File: src/hw/rtl/efr_pkg.sv
// efr_pkg: shared types and constants of the escaped frame receiver
// used by efr_frame, efr_rsp_fifo, the top level and its checker
// no dependencies

package efr_pkg;

   typedef enum logic [2:0] {
      KIND_DATA     = 3'd0,
      KIND_ACCEPTED = 3'd1,
      KIND_BAD_SUM  = 3'd2,
      KIND_BAD_LEN  = 3'd3,
      KIND_BAD_ESC  = 3'd4,
      KIND_DISCARD  = 3'd5
   } kind_type;

   typedef struct packed {
      kind_type    kind;
      logic [7:0]  data_byte;
      logic [7:0]  byte_index;
      logic        last;
   } rsp_type;

   typedef struct packed {
      logic [7:0]  delim;
      logic [7:0]  esc;
      logic [7:0]  esc_delim_code;
      logic [7:0]  esc_esc_code;
   } cfg_type;

   // results produced by one item, slot0 first
   typedef struct packed {
      logic [1:0]  cnt;
      rsp_type     slot0;
      rsp_type     slot1;
   } push_type;

   localparam logic [7:0] CSR_DELIM          = 8'd0;
   localparam logic [7:0] CSR_ESC            = 8'd1;
   localparam logic [7:0] CSR_ESC_DELIM_CODE = 8'd2;
   localparam logic [7:0] CSR_ESC_ESC_CODE   = 8'd3;

   localparam logic [7:0] DELIM_RESET          = 8'd126;
   localparam logic [7:0] ESC_RESET            = 8'd127;
   localparam logic [7:0] ESC_DELIM_CODE_RESET = 8'd1;
   localparam logic [7:0] ESC_ESC_CODE_RESET   = 8'd2;

   localparam logic [7:0] CHECK_TARGET = 8'h55;
   localparam int         MIN_RAW      = 3;
   localparam int         RSP_DEPTH    = 4;

endpackage

File: src/hw/rtl/efr_frame.sv
// efr_frame: frame state and per-byte decode of the escaped frame receiver
// produces up to two results per item as an efr_pkg::push_type
// depends on efr_pkg

module efr_frame #(
   parameter int FRAME_BUF_SIZE = 256
) (
   input  logic              clock,
   input  logic              reset,
   input  logic              fire,
   input  logic [7:0]        rx_byte,
   input  efr_pkg::cfg_type  cfg,
   output efr_pkg::push_type push
);

   localparam int RAW_W = $clog2(FRAME_BUF_SIZE);

   logic             in_frame_ff, in_frame_in;
   logic [RAW_W-1:0] raw_ff, raw_in;
   logic [7:0]       dcnt_ff, dcnt_in;
   logic [7:0]       sum_ff, sum_in;
   logic             pend_ff, pend_in;
   logic [7:0]       first_ff, first_in;
   logic             err_ff, err_in;

   logic             is_delim;
   logic [RAW_W:0]   raw_next;
   logic             overflow;
   logic             emit_vld;
   logic [7:0]       emit_val;
   logic [7:0]       dcnt_after;
   logic [7:0]       sum_after;
   logic [7:0]       first_after;
   logic             stat_vld;
   efr_pkg::kind_type stat_kind;
   efr_pkg::rsp_type  emit_rsp, stat_rsp;
   logic             do_clear;

   assign is_delim = (rx_byte == cfg.delim);
   assign raw_next = {1'b0, raw_ff} + (RAW_W+1)'(1);
   assign overflow = (raw_next >= (RAW_W+1)'(FRAME_BUF_SIZE));

   always_comb begin
      emit_vld = 1'b0;
      emit_val = rx_byte;
      pend_in  = pend_ff;
      err_in   = err_ff;
      if (in_frame_ff) begin
         if (is_delim) begin
            emit_vld = pend_ff && !err_ff;
            emit_val = cfg.esc;
            pend_in  = 1'b0;
         end else if (!err_ff) begin
            if (pend_ff) begin
               pend_in = 1'b0;
               if (rx_byte == cfg.esc_delim_code) begin
                  emit_vld = 1'b1;
                  emit_val = cfg.delim;
               end else if (rx_byte == cfg.esc_esc_code) begin
                  emit_vld = 1'b1;
                  emit_val = cfg.esc;
               end else begin
                  err_in = 1'b1;
               end
            end else if (rx_byte == cfg.esc) begin
               pend_in = 1'b1;
            end else begin
               emit_vld = 1'b1;
            end
         end
      end
   end

   assign dcnt_after  = dcnt_ff + 8'(emit_vld);
   assign sum_after   = emit_vld ? sum_ff + emit_val : sum_ff;
   assign first_after = (emit_vld && dcnt_ff == 8'd0) ? emit_val : first_ff;

   always_comb begin
      stat_vld = in_frame_ff && (is_delim || overflow);
      if (!is_delim || raw_ff < RAW_W'(efr_pkg::MIN_RAW)) begin
         stat_kind = efr_pkg::KIND_DISCARD;
      end else if (err_ff) begin
         stat_kind = efr_pkg::KIND_BAD_ESC;
      end else if (sum_after != efr_pkg::CHECK_TARGET) begin
         stat_kind = efr_pkg::KIND_BAD_SUM;
      end else if (({1'b0, dcnt_after} - 9'd2) != {1'b0, first_after}) begin
         stat_kind = efr_pkg::KIND_BAD_LEN;
      end else begin
         stat_kind = efr_pkg::KIND_ACCEPTED;
      end
   end

   always_comb begin
      emit_rsp.kind       = efr_pkg::KIND_DATA;
      emit_rsp.data_byte  = emit_val;
      emit_rsp.byte_index = dcnt_ff;
      emit_rsp.last       = !stat_vld;
      stat_rsp.kind       = stat_kind;
      stat_rsp.data_byte  = 8'd0;
      stat_rsp.byte_index = dcnt_after;
      stat_rsp.last       = 1'b1;
      push.cnt   = fire ? 2'(emit_vld) + 2'(stat_vld) : 2'd0;
      push.slot0 = emit_vld ? emit_rsp : stat_rsp;
      push.slot1 = stat_rsp;
   end

   always_comb begin
      do_clear    = 1'b0;
      in_frame_in = in_frame_ff;
      raw_in      = raw_ff;
      if (!in_frame_ff) begin
         if (is_delim) begin
            in_frame_in = 1'b1;
            do_clear    = 1'b1;
         end
      end else if (is_delim) begin
         do_clear = 1'b1;
         if (raw_ff >= RAW_W'(efr_pkg::MIN_RAW)) begin
            in_frame_in = 1'b0;
         end
      end else if (overflow) begin
         do_clear = 1'b1;
      end else begin
         raw_in = raw_next[RAW_W-1:0];
      end
   end

   always_ff @(posedge clock) begin
      if (reset) begin
         in_frame_ff <= 1'b0;
         raw_ff      <= '0;
         dcnt_ff     <= 8'd0;
         sum_ff      <= 8'd0;
         pend_ff     <= 1'b0;
         first_ff    <= 8'd0;
         err_ff      <= 1'b0;
      end else if (fire) begin
         in_frame_ff <= in_frame_in;
         if (do_clear) begin
            raw_ff   <= '0;
            dcnt_ff  <= 8'd0;
            sum_ff   <= 8'd0;
            pend_ff  <= 1'b0;
            first_ff <= 8'd0;
            err_ff   <= 1'b0;
         end else begin
            raw_ff   <= raw_in;
            dcnt_ff  <= dcnt_after;
            sum_ff   <= sum_after;
            pend_ff  <= pend_in;
            first_ff <= first_after;
            err_ff   <= err_in;
         end
      end
   end

endmodule

File: src/hw/rtl/efr_rsp_fifo.sv
// efr_rsp_fifo: result queue that takes up to two results per cycle
// and hands out one per cycle while out_ready is high, on a valid/ready channel
// depends on efr_pkg

module efr_rsp_fifo (
   input  logic              clock,
   input  logic              reset,
   input  efr_pkg::push_type push,
   output logic              has_room,
   output logic              out_valid,
   input  logic              out_ready,
   output efr_pkg::rsp_type  out_rsp
);

   localparam int PTR_W = $clog2(efr_pkg::RSP_DEPTH);
   localparam int CNT_W = $clog2(efr_pkg::RSP_DEPTH + 1);

   efr_pkg::rsp_type mem [efr_pkg::RSP_DEPTH];

   logic [PTR_W-1:0] wr_ff, wr_in;
   logic [PTR_W-1:0] rd_ff, rd_in;
   logic [CNT_W-1:0] cnt_ff, cnt_in;
   logic             pop;

   assign out_valid = (cnt_ff != '0);
   assign out_rsp   = mem[rd_ff];
   assign pop       = out_valid && out_ready;
   assign has_room  = (cnt_ff <= CNT_W'(efr_pkg::RSP_DEPTH - 2));

   assign wr_in  = wr_ff + PTR_W'(push.cnt);
   assign rd_in  = rd_ff + PTR_W'(pop);
   assign cnt_in = cnt_ff + CNT_W'(push.cnt) - CNT_W'(pop);

   always_ff @(posedge clock) begin
      if (reset) begin
         wr_ff  <= '0;
         rd_ff  <= '0;
         cnt_ff <= '0;
      end else begin
         wr_ff  <= wr_in;
         rd_ff  <= rd_in;
         cnt_ff <= cnt_in;
      end
   end

   always_ff @(posedge clock) begin
      if (push.cnt != 2'd0) begin
         mem[wr_ff] <= push.slot0;
      end
      if (push.cnt == 2'd2) begin
         mem[wr_ff + PTR_W'(1)] <= push.slot1;
      end
   end

endmodule

File: src/hw/rtl/escaped_frame_receiver_unit.sv
// escaped_frame_receiver_unit: top level of the byte-stuffed frame receiver
// holds the config registers and the input stage; uses efr_frame, efr_rsp_fifo
// depends on efr_pkg

// Each received byte goes through an input register, is decoded in one pass by
// efr_frame against the frame state, and its zero, one or two results go into a
// four-entry result queue that drains one item per cycle while rsp_ready is high.
// Since a byte may yield two results, the input stage holds while fewer than two
// queue entries are free; with one result per byte and rsp_ready high the rate
// stays at one byte per cycle. Config registers are written through csr_ (always
// ready) by the user only while idle; the block itself does not enforce it.

module escaped_frame_receiver_unit #(
   parameter int FRAME_BUF_SIZE = 256
) (
   input  logic       clock,
   input  logic       reset,
   input  logic       req_valid,
   output logic       req_ready,
   input  logic [7:0] req_rx_byte,
   output logic       rsp_valid,
   input  logic       rsp_ready,
   output logic [2:0] rsp_kind,
   output logic [7:0] rsp_data_byte,
   output logic [7:0] rsp_byte_index,
   output logic       rsp_last,
   input  logic       csr_valid,
   output logic       csr_ready,
   input  logic [7:0] csr_index,
   input  logic [7:0] csr_wdata
);

   efr_pkg::cfg_type  cfg_ff, cfg_in;
   logic              stg_vld_ff, stg_vld_in;
   logic [7:0]        stg_byte_ff;
   logic              fire;
   logic              has_room;
   efr_pkg::push_type push;
   efr_pkg::rsp_type  out_rsp;

   assign csr_ready = 1'b1;

   always_comb begin
      cfg_in = cfg_ff;
      if (csr_valid) begin
         unique case (csr_index)
            efr_pkg::CSR_DELIM:          cfg_in.delim          = csr_wdata;
            efr_pkg::CSR_ESC:            cfg_in.esc            = csr_wdata;
            efr_pkg::CSR_ESC_DELIM_CODE: cfg_in.esc_delim_code = csr_wdata;
            efr_pkg::CSR_ESC_ESC_CODE:   cfg_in.esc_esc_code   = csr_wdata;
            default:                     cfg_in                = cfg_ff;
         endcase
      end
   end

   assign fire       = stg_vld_ff && has_room;
   assign req_ready  = !stg_vld_ff || fire;
   assign stg_vld_in = (req_valid && req_ready) ? 1'b1 : (fire ? 1'b0 : stg_vld_ff);

   always_ff @(posedge clock) begin
      if (reset) begin
         cfg_ff.delim          <= efr_pkg::DELIM_RESET;
         cfg_ff.esc            <= efr_pkg::ESC_RESET;
         cfg_ff.esc_delim_code <= efr_pkg::ESC_DELIM_CODE_RESET;
         cfg_ff.esc_esc_code   <= efr_pkg::ESC_ESC_CODE_RESET;
         stg_vld_ff            <= 1'b0;
      end else begin
         cfg_ff     <= cfg_in;
         stg_vld_ff <= stg_vld_in;
      end
   end

   always_ff @(posedge clock) begin
      if (req_valid && req_ready) begin
         stg_byte_ff <= req_rx_byte;
      end
   end

   efr_frame #(
      .FRAME_BUF_SIZE (FRAME_BUF_SIZE)
   ) u_frame (
      .clock   (clock),
      .reset   (reset),
      .fire    (fire),
      .rx_byte (stg_byte_ff),
      .cfg     (cfg_ff),
      .push    (push)
   );

   efr_rsp_fifo u_rsp_fifo (
      .clock     (clock),
      .reset     (reset),
      .push      (push),
      .has_room  (has_room),
      .out_valid (rsp_valid),
      .out_ready (rsp_ready),
      .out_rsp   (out_rsp)
   );

   assign rsp_kind       = out_rsp.kind;
   assign rsp_data_byte  = out_rsp.data_byte;
   assign rsp_byte_index = out_rsp.byte_index;
   assign rsp_last       = out_rsp.last;

endmodule

File: config.mk
export PLATFORM = sky130hd
export DESIGN_NAME = escaped_frame_receiver_unit
export DESIGN_NICKNAME = d
export VERILOG_FILES = /design/src/hw/rtl/efr_pkg.sv /design/src/hw/rtl/efr_frame.sv /design/src/hw/rtl/efr_rsp_fifo.sv /design/src/hw/rtl/escaped_frame_receiver_unit.sv
export SDC_FILE = /design/constraint.sdc
export NUM_CORES = 1
export LEC_CHECK = 0
export ABC_CLOCK_PERIOD_IN_PS = 9250
export CORE_AREA = 5 5 166 128
export CTS_BUF_LIST = sky130_fd_sc_hd__clkbuf_8
export DETAILED_ROUTE_END_ITERATION = 7
export DIE_AREA = 0 0 171 133
export DONT_BUFFER_PORTS = 1
export GPL_ROUTABILITY_DRIVEN = 0
export PLACE_DENSITY = 0.59
export SYNTH_ARGS = -nofsm -noshare
export SYNTH_HDL_FRONTEND = slang
export SYNTH_SLANG_ARGS = --single-unit
File: constraint.sdc
create_clock -name clock -period 9.25 [get_ports clock]
set_clock_uncertainty 0.15 [all_clocks]
set_input_delay 1.3875 -clock clock [delete_from_list [all_inputs] [get_ports clock]]
set_output_delay 1.3875 -clock clock [all_outputs]
set_load 0.01 [all_outputs]
==> results_dict.tcl <==
set metrics [dict create \
    synthFlopType "dfxtp_1" \
    clockBufferDepth 2 \
    tns_ns 0 \
    antenna_found_initial 0 \
    async_reset_ff_frac 0 \
    postSynthAreaPerCell_sq_um 9.635 \
    clkPwrFrac 0.356 \
    core_sq_um 19650 \
    antennaDiodeCount 0 \
    dieArea_sq_um 22740 \
    clock_sinks 163 \
    multiInputGateArea_sq_um 4469 \
    yosysWarnings 0 \
    holdBufCountCts 0 \
    die_w_um 171 \
    syn-cell-area_sq_um 8623 \
    dp_slack_ns 3.798 \
    synth_edf_count 52 \
    finalHoldViolCount 0 \
    grt_pass1_wl_um 35450 \
    power.switching_mw 0.4261 \
    post-route-period-util 0.5981 \
    clockRootBuffer "clkbuf_8" \
    hpwl_um 15810 \
    htreeDepth 4 \
    nFillCells 1837 \
    num_rows 45 \
    maxSlewViolCount 0 \
    status "completed" \
    power_frac_comb 0.119 \
    drc 0 \
    ys_types 77 \
    cp.required_ns 9.29 \
    p_seq_frac 0.525 \
    pin_count 52 \
    wl_um 22210 \
    swShare 0.2933 \
    final-seq-area_sq_um 3784 \
    cp-start-kind "flop" \
    worstSetupStartpoint "stg_byte_ff[7]" \
    reg2reg_from "stg_byte_ff[7]" \
    initialDrtViolationCount 669 \
    min_path_type "flop to flop" \
    grt_max_degree 69 \
    synth_cells 895 \
    fmax_mhz 180.8 \
    maxCapViolCount 0 \
    crit_type "flop to flop" \
    drt-vias-per-instance 5.791 \
    min_period_ns 5.532 \
    leakage_nw 3.164 \
    syn2layout_area_growth_pct 5.601 \
    num-nets-final 908 \
    intPower_mw 1.027 \
    synth_seq_cells 163 \
    start_util 0.4388 \
    setup_viol 0 \
    port_buffers 0 \
    drive_gt1_frac 0.09874 \
    worstSkewPairLatency_ns 0.47 \
    tightest_slew_ns 1.039 \
    cts_setup_buffers 0 \
    dieHeight_um 133 \
    track_usage 0.1993 \
    crit_fanout 23 \
    post_drt_wl_per_cell_um 19.68 \
    synth_seq_area_share 0.4388 \
    max_slew_margin 0.3045 \
    finalWorstSetupSlack_ns 3.718 \
    clkTransAtPathRegs_ns 0.11 \
    vdd_drop_max_mv 0.1638 \
    grt_pass1_vias 6008 \
    cp-end-kind "flop" \
    worstHoldStart "u_rsp_fifo.mem[2][11]" \
    syn_nets 945 \
    ant_nets 0 \
    rsz0062_at_grt "no" \
    critPathArrivalTime_ns 5.57 \
    drt-pass1-iter-count 5 \
    powerDensity_nw_per_um2 159.5 \
    grt_remaining_overflow 0 \
    cts-buffers-inserted 17 \
    vias 6538 \
    cts_resized 0 \
    cts_tree "done" \
]
final cells by class:
cell class                      count  area share
Timing Repair Buffer                3    0.002473
Clock buffer                       17     0.02569
Multi-Input combinational cell    643      0.4908
Clock inverter                     15     0.01772
Tap cell                          258     0.03545
Inverter                           30     0.01237
Sequential cell                   163      0.4155
critical path, stage by stage (launching register included):
cell and delay, ns:
edfxtp_1 0.56, xnor2_2 0.24, and4_1 0.33, nand2_1 0.25, nor2_1 0.25, o21ai_2 0.18
inv_2 0.31, ha_1 0.33, ha_1 0.52, and3_1 0.38, and3_1 0.36, xnor2_1 0.16
xnor2_1 0.28, and3b_1 0.21, nor3_1 0.17, nand4_1 0.12, a211oi_2 0.34, nor3_1 0.10
cell usage after synthesis, drive strengths merged (4+ instances only):
cell	n	area share
nor2b	17	0.012
and2	10	0.0075
mux2i	18	0.021
inv	29	0.013
o211ai	4	0.0041
nor2	108	0.048
xnor2	46	0.055
nand3b	6	0.0052
mux4	20	0.052
and3	10	0.0073
a311oi	8	0.0089
nand3	7	0.0041
edfxtp	52	0.18
nand2b	9	0.0065
nor4	11	0.0094
nand4	11	0.011
o22ai	7	0.0051
a21oi	40	0.023
o21a	6	0.0052
xor2	26	0.026
a22oi	14	0.012
clkbuf	39	0.017
o21ai	83	0.050
nand2	71	0.031
a31oi	4	0.0029
a211o	15	0.015
ha	19	0.028
buf	20	0.014
dfxtp	111	0.26
nor3	29	0.017
worst paths after layout:
path	slack, ns	endpoint	cells after the start
max	3.72	u_rsp_fifo.mem[1][18]	17
min	0.31	u_rsp_fifo.mem[2][11]	2
max reg2reg	3.72	u_rsp_fifo.mem[1][18]	17
min reg2reg	0.31	u_rsp_fifo.mem[2][11]	2
flip-flops by register name, indices dropped and copies added, names as in the netlist:
name	cells
u_rsp_fifo.wr_ff	2
u_frame.sum_ff	8
stg_vld_ff	1
u_rsp_fifo.mem	80
u_frame.raw_ff	8
cfg_ff	32
u_frame.dcnt_ff	8
u_frame.err_ff	1
u_frame.in_frame_ff	1
stg_byte_ff	8
u_frame.first_ff	8
u_rsp_fifo.cnt_ff	3
u_frame.pend_ff	1
u_rsp_fifo.rd_ff	2
kinds of logic after synthesis:
kind of cell    Yosys count  share of synthesized area
fa+ha+maj                21                    0.03221
compound gates          206                     0.1563
buf+inv                  89                    0.04382
xor+xnor                 72                    0.08096
mux                      38                    0.07313
other cells               1                  0.0004349
simple gates            305                     0.1744
flops                   163                     0.4388
power groups by stage:
stage,clock network [mW],logic (mW),registers [mW]
after CTS,0.526,0.176,0.763
after global placement,0,0.175,0.779
final,0.517,0.173,0.763
after detailed placement,0,0.175,0.780
after floorplan,0,0.155,0.769
after global routing,0.564,0.189,0.766
layer usage:
layer	share of wire	GRT usage	up-vias	wire (um)
li1	-	-	3127	-
met1	0.52	0.3196	3200	11460
met3	0.062	0.04331	15	1374
met5	0	0	-	0
met2	0.41	0.2711	196	9208
met4	0.0077	0.04311	0	171
cell usage in the layout, fill, tap and decap left out, types with 6 or more instances in the layout:
cell type,synthesis,final
mux4_2,20,20
xnor2_2,9,9
nor4_1,9,9
nor2_1,106,105
nand2b_1,9,9
nand3b_1,6,6
nand4_1,7,7
xnor2_1,37,37
nand2_1,71,71
o21ai_0,76,76
a211o_1,15,15
edfxtp_1,52,52
clkbuf_8,0,17
inv_1,28,28
mux2i_1,18,18
o22ai_1,7,7
dfxtp_1,111,111
a22oi_1,14,14
a21oi_1,40,40
and2_1,8,8
ha_1,19,19
nor3_1,29,29
nand3_1,7,7
a311oi_1,7,7
o21a_1,6,6
nor2b_1,17,17
xor2_1,26,26
and3_1,10,10
through the flow:
step	area, sq um	util	hold slack, ns	total power [mW]	std cells
floorplan	8623	-	0.2698	0.9237	895
global placement	8711	0.4433	0.2830	0.9540	1097
detailed placement	8711	0.4433	0.2874	0.9551	1097
CTS	9106	0.4634	0.3134	1.465	1129
global route	9106	0.4634	0.3304	1.519	1129
finish	9106	0.4634	0.3078	1.453	1129
(Power assumes the default switching activity.)
